### src/hdl/bcd_converter_assert.svh
// ----------------------------------------------------------------------------
// bcd_converter_assert.svh
// Assertion macros used by the converter's digit cell RTL.
// ----------------------------------------------------------------------------
`ifndef BCD_CONVERTER_ASSERT_SVH
`define BCD_CONVERTER_ASSERT_SVH

// same-cycle implication, clocked on clk, off while rst_n is low
`define BCDC_ASSERT_IMPL(lbl, ante, cons) \
    lbl: assert property (@(posedge clk) disable iff (!rst_n) (ante) |-> (cons)) \
        else $error("bcd converter assertion failed");

// next-cycle implication
`define BCDC_ASSERT_NEXT(lbl, ante, cons) \
    lbl: assert property (@(posedge clk) disable iff (!rst_n) (ante) |=> (cons)) \
        else $error("bcd converter assertion failed");

`endif

### src/hdl/bcdc_pkg.sv
// ----------------------------------------------------------------------------
// bcdc_pkg
// Types, constants and elaboration helpers for the BCD converter.
// ----------------------------------------------------------------------------
package bcdc_pkg;

    localparam int DIGIT_COUNT = 8;
    localparam int WORD_W      = 32;
    localparam int NIB_W       = 4;
    localparam int NIBBLES     = WORD_W / NIB_W;
    localparam int SLOT_W      = $clog2(NIBBLES);
    localparam int WIDE_W      = 64;
    localparam int DIGIT_MAX   = 9;

    localparam logic OP_TO_BCD = 1'b0;
    localparam logic OP_TO_BIN = 1'b1;

    typedef struct packed {
        logic              operation;
        logic [WORD_W-1:0] value;
    } bcdc_in_t;

    typedef struct packed {
        logic [WORD_W-1:0] result;
        logic              error;
    } bcdc_out_t;

    // item as it travels along the chain
    typedef struct packed {
        logic              op;
        logic [WORD_W-1:0] value;
        logic [WORD_W-1:0] rem;
        logic [WORD_W-1:0] packed_bcd;
        logic              err;
    } bcdc_stage_t;

    // per-cell constants: multiples of the cell's decimal weight, nibble slot and in-word flag
    typedef struct packed {
        logic [DIGIT_MAX:1][WIDE_W-1:0] mult;
        logic [SLOT_W-1:0]              slot;
        logic                           in_word;
    } bcdc_cell_cfg_t;

    function automatic logic [WIDE_W-1:0] pow10(input int k);
        logic [WIDE_W-1:0] w;
        w = WIDE_W'(1);
        for (int i = 0; i < k; i++)
        begin
            w = w * WIDE_W'(10);
        end
        return w;
    endfunction

    function automatic bcdc_cell_cfg_t cell_cfg(input int k);
        bcdc_cell_cfg_t c;
        logic [WIDE_W-1:0] w;
        w = pow10(k);
        for (int q = 1; q <= DIGIT_MAX; q++)
        begin
            c.mult[q] = w * WIDE_W'(q);
        end
        c.in_word = (k < NIBBLES);
        c.slot    = (k < NIBBLES) ? SLOT_W'(k) : '0;
        return c;
    endfunction

    localparam logic [WIDE_W-1:0] BIN_LIMIT = pow10(DIGIT_COUNT);

endpackage

### src/hdl/bcd_converter.sv
// Path: each request is registered in every digit cell of the chain in turn before the response is valid.
// Throughput: one item per cycle while the response is not stalled; one register per digit cell in the chain.
// A stalled response holds the chain; each cell keeps taking items while it has room.
// Reset: rst_n clears all cell valid flags; no other state.
// ----------------------------------------------------------------------------
// bcd_converter
// Two-way 8-digit packed BCD converter built as a pipelined chain of digit cells.
// ----------------------------------------------------------------------------
module bcd_converter (
    input  logic               clk,
    input  logic               rst_n,
    input  logic               req_valid,
    output logic               req_stall,
    input  bcdc_pkg::bcdc_in_t req_data,
    output logic               rsp_valid,
    input  logic               rsp_stall,
    output bcdc_pkg::bcdc_out_t rsp_data
);

    bcdc_pkg::bcdc_stage_t chain [0:bcdc_pkg::DIGIT_COUNT];
    logic                  valid [0:bcdc_pkg::DIGIT_COUNT];
    logic                  stall [0:bcdc_pkg::DIGIT_COUNT];
    bcdc_pkg::bcdc_stage_t entry;

    // entry: range check for binary input, seed remainder or accumulator
    always_comb
    begin
        entry.op         = req_data.operation;
        entry.value      = req_data.value;
        entry.packed_bcd = '0;
        entry.rem        = (req_data.operation == bcdc_pkg::OP_TO_BCD) ? req_data.value : '0;
        entry.err        = (req_data.operation == bcdc_pkg::OP_TO_BCD)
                        && ({{(bcdc_pkg::WIDE_W - bcdc_pkg::WORD_W){1'b0}}, req_data.value}
                            >= bcdc_pkg::BIN_LIMIT);
    end

    assign chain[0]  = entry;
    assign valid[0]  = req_valid;
    assign req_stall = stall[0];

    // most significant digit first
    for (genvar i = 0; i < bcdc_pkg::DIGIT_COUNT; i++)
    begin : g_cell
        localparam bcdc_pkg::bcdc_cell_cfg_t CELL_CFG =
            bcdc_pkg::cell_cfg(bcdc_pkg::DIGIT_COUNT - 1 - i);

        bcdc_cell u_cell (
            .clk      (clk),
            .rst_n    (rst_n),
            .cfg      (CELL_CFG),
            .up_valid (valid[i]),
            .up_stall (stall[i]),
            .up_data  (chain[i]),
            .dn_valid (valid[i+1]),
            .dn_stall (stall[i+1]),
            .dn_data  (chain[i+1])
        );
    end

    assign stall[bcdc_pkg::DIGIT_COUNT] = rsp_stall;
    assign rsp_valid = valid[bcdc_pkg::DIGIT_COUNT];

    always_comb
    begin
        rsp_data.error = chain[bcdc_pkg::DIGIT_COUNT].err;
        if (chain[bcdc_pkg::DIGIT_COUNT].err)
        begin
            rsp_data.result = '1;
        end
        else if (chain[bcdc_pkg::DIGIT_COUNT].op == bcdc_pkg::OP_TO_BIN)
        begin
            rsp_data.result = chain[bcdc_pkg::DIGIT_COUNT].rem;
        end
        else
        begin
            rsp_data.result = chain[bcdc_pkg::DIGIT_COUNT].packed_bcd;
        end
    end

endmodule

### src/hdl/bcdc_cell.sv
// ----------------------------------------------------------------------------
// bcdc_cell
// One decimal digit of the converter chain, with its own pipeline register.
// ----------------------------------------------------------------------------
`include "bcd_converter_assert.svh"

module bcdc_cell (
    input  logic                    clk,
    input  logic                    rst_n,
    input  bcdc_pkg::bcdc_cell_cfg_t cfg,
    input  logic                    up_valid,
    output logic                    up_stall,
    input  bcdc_pkg::bcdc_stage_t   up_data,
    output logic                    dn_valid,
    input  logic                    dn_stall,
    output bcdc_pkg::bcdc_stage_t   dn_data
);

    logic                  valid_reg;
    logic                  valid_next;
    bcdc_pkg::bcdc_stage_t data_reg;
    bcdc_pkg::bcdc_stage_t data_next;
    logic                  load;

    logic [bcdc_pkg::NIB_W-1:0]  digit;
    logic [bcdc_pkg::WORD_W-1:0] sub;
    logic [bcdc_pkg::NIB_W-1:0]  nib;
    logic [bcdc_pkg::WORD_W-1:0] times_ten;

    logic                        bcd_live;
    logic [bcdc_pkg::WIDE_W-1:0] rem_wide;

    assign up_stall   = valid_reg && dn_stall;
    assign load       = up_valid && !up_stall;
    assign valid_next = up_stall ? valid_reg : up_valid;

    // digit select: largest multiple not above the remainder
    always_comb
    begin
        digit = '0;
        sub   = '0;
        for (int q = 1; q <= bcdc_pkg::DIGIT_MAX; q++)
        begin
            if ({{(bcdc_pkg::WIDE_W - bcdc_pkg::WORD_W){1'b0}}, up_data.rem} >= cfg.mult[q])
            begin
                digit = bcdc_pkg::NIB_W'(q);
                sub   = cfg.mult[q][bcdc_pkg::WORD_W-1:0];
            end
        end
    end

    assign nib = cfg.in_word ? up_data.value[{cfg.slot, 2'b00} +: bcdc_pkg::NIB_W] : '0;
    assign times_ten = {up_data.rem[bcdc_pkg::WORD_W-4:0], 3'b000}
                     + {up_data.rem[bcdc_pkg::WORD_W-2:0], 1'b0}
                     + {{(bcdc_pkg::WORD_W - bcdc_pkg::NIB_W){1'b0}}, nib};

    always_comb
    begin
        data_next = up_data;
        unique case (up_data.op)
            bcdc_pkg::OP_TO_BCD:
            begin
                data_next.rem = up_data.rem - sub;
                if (cfg.in_word)
                begin
                    data_next.packed_bcd[{cfg.slot, 2'b00} +: bcdc_pkg::NIB_W] = digit;
                end
                else if (digit != '0)
                begin
                    data_next.err = 1'b1;
                end
            end
            bcdc_pkg::OP_TO_BIN:
            begin
                data_next.rem = times_ten;
                if (nib > bcdc_pkg::NIB_W'(bcdc_pkg::DIGIT_MAX))
                begin
                    data_next.err = 1'b1;
                end
            end
            default:
            begin
                data_next = up_data;
            end
        endcase
    end

    always_ff @(posedge clk or negedge rst_n)
    begin
        if (!rst_n)
        begin
            valid_reg <= 1'b0;
        end
        else
        begin
            valid_reg <= valid_next;
        end
    end

    always_ff @(posedge clk)
    begin
        if (load)
        begin
            data_reg <= data_next;
        end
    end

    assign dn_valid = valid_reg;
    assign dn_data  = data_reg;

    assign bcd_live = dn_valid && dn_data.op == bcdc_pkg::OP_TO_BCD && !dn_data.err;
    assign rem_wide = {{(bcdc_pkg::WIDE_W - bcdc_pkg::WORD_W){1'b0}}, dn_data.rem};

    `BCDC_ASSERT_IMPL(a_rem_below_weight, bcd_live, rem_wide < cfg.mult[1])
    `BCDC_ASSERT_NEXT(a_load_fills, up_valid && !up_stall, dn_valid)
    `BCDC_ASSERT_NEXT(a_err_sticks, up_valid && !up_stall && up_data.err, dn_data.err)

endmodule
### config.mk
export PLATFORM = sky130hd
export DESIGN_NAME = bcd_converter
export DESIGN_NICKNAME = d
export VERILOG_FILES = /design/src/hdl/bcdc_pkg.sv /design/src/hdl/bcd_converter.sv /design/src/hdl/bcdc_cell.sv
export VERILOG_INCLUDE_DIRS = /design/src /design/src/hdl
export SDC_FILE = /design/constraint.sdc
export NUM_CORES = 2
export LEC_CHECK = 0
export BUFFER_PORTS_ARGS = -buffer_cell sky130_fd_sc_hd__clkbuf_2
export CAP_MARGIN = 25
export CORE_UTILIZATION = 47
export CTS_CLUSTER_SIZE = 8
export DETAILED_ROUTE_END_ITERATION = 16
export SYNTH_ARGS = -nofsm -noshare
export SYNTH_HDL_FRONTEND = slang
export SYNTH_SLANG_ARGS = --single-unit
### constraint.sdc
create_clock -name clk -period 8.27 [get_ports clk]
set_input_delay 0.827 -clock clk [delete_from_list [all_inputs] [get_ports clk]]
set_output_delay 0.827 -clock clk [all_outputs]
set_load 0.05 [all_outputs]
==> reports/metrics.cfg <==
[synth]
synth_edf_count = 528
netlist.area_leader.share_pct = 36.19
synth_area_mm2 = 0.04381
synth_ff_type = edfxtp_1
synthTopCellsByArea = edfxtp_1 (36%), ha_1 (16%), xnor2_1 (4.5%), a21oi_1 (3.9%), o21ai_0 (3.6%)
syn_nets = 5092
synth_warnings = 0
synth.largest_area_cell = edfxtp_1
synth_cell_types = 93
synth.avg_cell_area_um2 = 9.788
ys_seq_area_share_pct = 36.65
ys_seq_elements = 536
ys_async_sr_fraction_pct = 1.493
synth_cells = 4476

[finish]
syn_to_final_growth_pct = 9.085
layout_commonest_cell = ha_1
regArea_mm2 = 0.01606
insertedDiodeCount = 0
nets = 5146
drive_above_1_share_pct = 6.746
n_fill_cell = 8587
multi_input_comb_area_mm2 = 0.02688
final_cells = 5809
layout_common_cells = ha_1 (555), edfxtp_1 (528), a21oi_1 (342), nor2_1 (329), nand2_1 (319)
stdcell_area_mm2 = 0.04779

[floorplanning]
rows = 111
fp.dieW_um = 307.3
io_pins = 72
start_util_pct = 47.65
die_h_um = 307.3
die_area_mm2 = 0.09444
design.core.area_mm2 = 0.09194

[cts]
postCtsHoldBufs = 0
cts-root-buf = clkbuf_16
cts_buffers = 79
h-tree-depth = 3
clk_pin_slew_ns = 0.05
cts_tree = done
clkSinkCount = 536
cts_setup_buffers = 0
clockBufferDepth = 3
post_cts_resized = 0
insertion_delay_ns = 0.67

[global_routing]
grt-busiest-layer = met2
grt.overflow.total = 0
grt_max_degree = 69
grt_pass1_vias = 33610
antenna_found_initial = 0
grt_pass1_wl_um = 185300
use_met3_pct = 2.340
grt_util_met1_pct = 30.48
grtUsageMet2_pct = 44.08
track_usage_pct = 24.77

[power_and_ir_drop]
power.density_mw_per_mm2 = 417.6
total_leakage_power_nw = 19.23
p_total_mw = 19.96
vdd_drop_max_mv = 0.2135

[sta]
worst_pin_slew_ns = 0.9767
min_period_ns = 6.269
max_freq_mhz = 159.5
rsz0062_at_grt = false
slew_viol_final = 0
hold_viol_final = 0
period_share_pct = 75.81
tns_ns = 0
setup-violations-final = 0
fin_skew_ns = 0.06073
slew_headroom_pct = 34.82

[drt]
first_pass_iters = 6
ant_nets = 0
post_drt_wl_per_cell_um = 20.23
drt_iter0_markers = 2192
via_per_inst = 5.900
drc = 0
wl_um = 117500
num_vias = 34270

[placed_design]
port_buffers = 71
hpwl_um = 90920
gp_congestion = 0.9246
dpl_cell_area_mm2 = 0.04546
place_inst = 5692

[critical_path]
path_max_fanout = 7
setup.worst_path.start_class = primary input
r2r_cells = 21
arrival_ns = 6.66
critical_path_required_ns = 8.66
crit_path_end_kind = register
critPathKind = in -> reg

[run_status]
status = complete, no violations

[run]
drv_cap = 0

[min_path]
hold_class = in -> async

[area by class of cell]
type | instances | share of cell area (%)
clock buffers | 104 | 4.354
inverters | 115 | 0.9033
multi-input cells | 3703 | 56.25
well taps | 1243 | 3.254
repair buffers | 95 | 1.121
flip-flops and latches | 536 | 33.60
clock inverters | 13 | 0.5210
[state kept, by name (all words and copies together), names as in the netlist]
name / count
g_cell.u_cell.dn_data: 528
g_cell.u_cell.dn_valid: 8
[metal layers]
metal,routed length [um],share of wire [%]
met2,57820,49
met5,0,0
met4,4646,4.0
met1,51110,43
met3,3924,3.3
[cells by family (layout without fill, tap and decap cells)]
| kind of cell | count (synthesis) | in the layout | share of synthesized area, % |
|---|---|---|---|
| and+or+nand+nor | 1327 | 1327 | 15.20 |
| buffers and inverters | 237 | 327 | 2.051 |
| DFF | 536 | 536 | 36.65 |
| AOI/OAI and AO/OA | 1365 | 1365 | 20.29 |
| adders and majority gates | 579 | 579 | 16.95 |
| muxes | 57 | 57 | 1.371 |
| xor gates and xnor gates | 375 | 375 | 7.497 |
[where the power goes]
group	leakage, nW	internal, mW	switching, mW
registers	5.26	4.32	1.13
logic	12.9	4.86	6.64
clock network	1.11	1.80	1.22
[cell usage after synthesis, types with 53 or more instances]
cell type,count
edfxtp_1,528
a21o_1,159
xor2_1,148
o21ai_0,311
nor2b_1,97
nor2_1,329
clkbuf_1,103
ha_1,555
nor3_1,117
xnor2_1,227
nor4_1,58
nand3_1,86
o21a_1,65
nand2b_1,76
a211oi_1,62
a31oi_1,53
nand2_1,319
a21oi_1,342
inv_1,115
[through the flow]
stage	setup WS (ns)	hold WS [ns]	utilization (%)
floorplan	2.068	0.4003	-
global placement	1.378	0.4009	49.44
detailed placement	1.425	0.4045	49.44
CTS	2.122	0.05296	51.98
global route	1.606	0.06601	51.98
finish	2.001	0.05976	51.98
[critical path: stages]
cell	delay [ns]
clkbuf_2	0.14
nor4_1	0.82
nand2_1	0.22
or2_2	0.35
or2_2	0.29
o41a_1	0.38
o21ai_1	0.29
nand2b_1	0.23
a31o_2	0.20
ha_1	0.17
inv_1	0.06
fa_1	0.42
a211o_1	0.32
o211ai_1	0.17
a21oi_1	0.19
o41a_1	0.39
a41o_1	0.29
o41ai_2	0.45
o211ai_1	0.20
xor2_1	0.17
o21ai_0	0.08
[final timing paths]
| path | start | end | slack [ns] |
|---|---|---|---|
| setup reg to reg | g_cell[2].u_cell.dn_data[57]$_DFFE_PP_ | g_cell[3].u_cell.dn_data[57]$_DFFE_PP_ | 2.13 |
| setup / recovery | req_data[31] | g_cell[0].u_cell.dn_data[64]$_DFFE_PP_ | 2.00 |
| max in group asynchronous | rst_n | g_cell[5].u_cell.dn_valid$_DFFE_PN0N_ | 7.92 |
| hold reg to reg | g_cell[6].u_cell.dn_data[15]$_DFFE_PP_ | g_cell[7].u_cell.dn_data[15]$_DFFE_PP_ | 0.39 |
| min in group clk | req_data[0] | g_cell[0].u_cell.dn_data[65]$_DFFE_PP_ | 0.38 |
| hold / removal | rst_n | g_cell[7].u_cell.dn_valid$_DFFE_PN0N_ | 0.06 |
(Power assumes the default switching activity.)
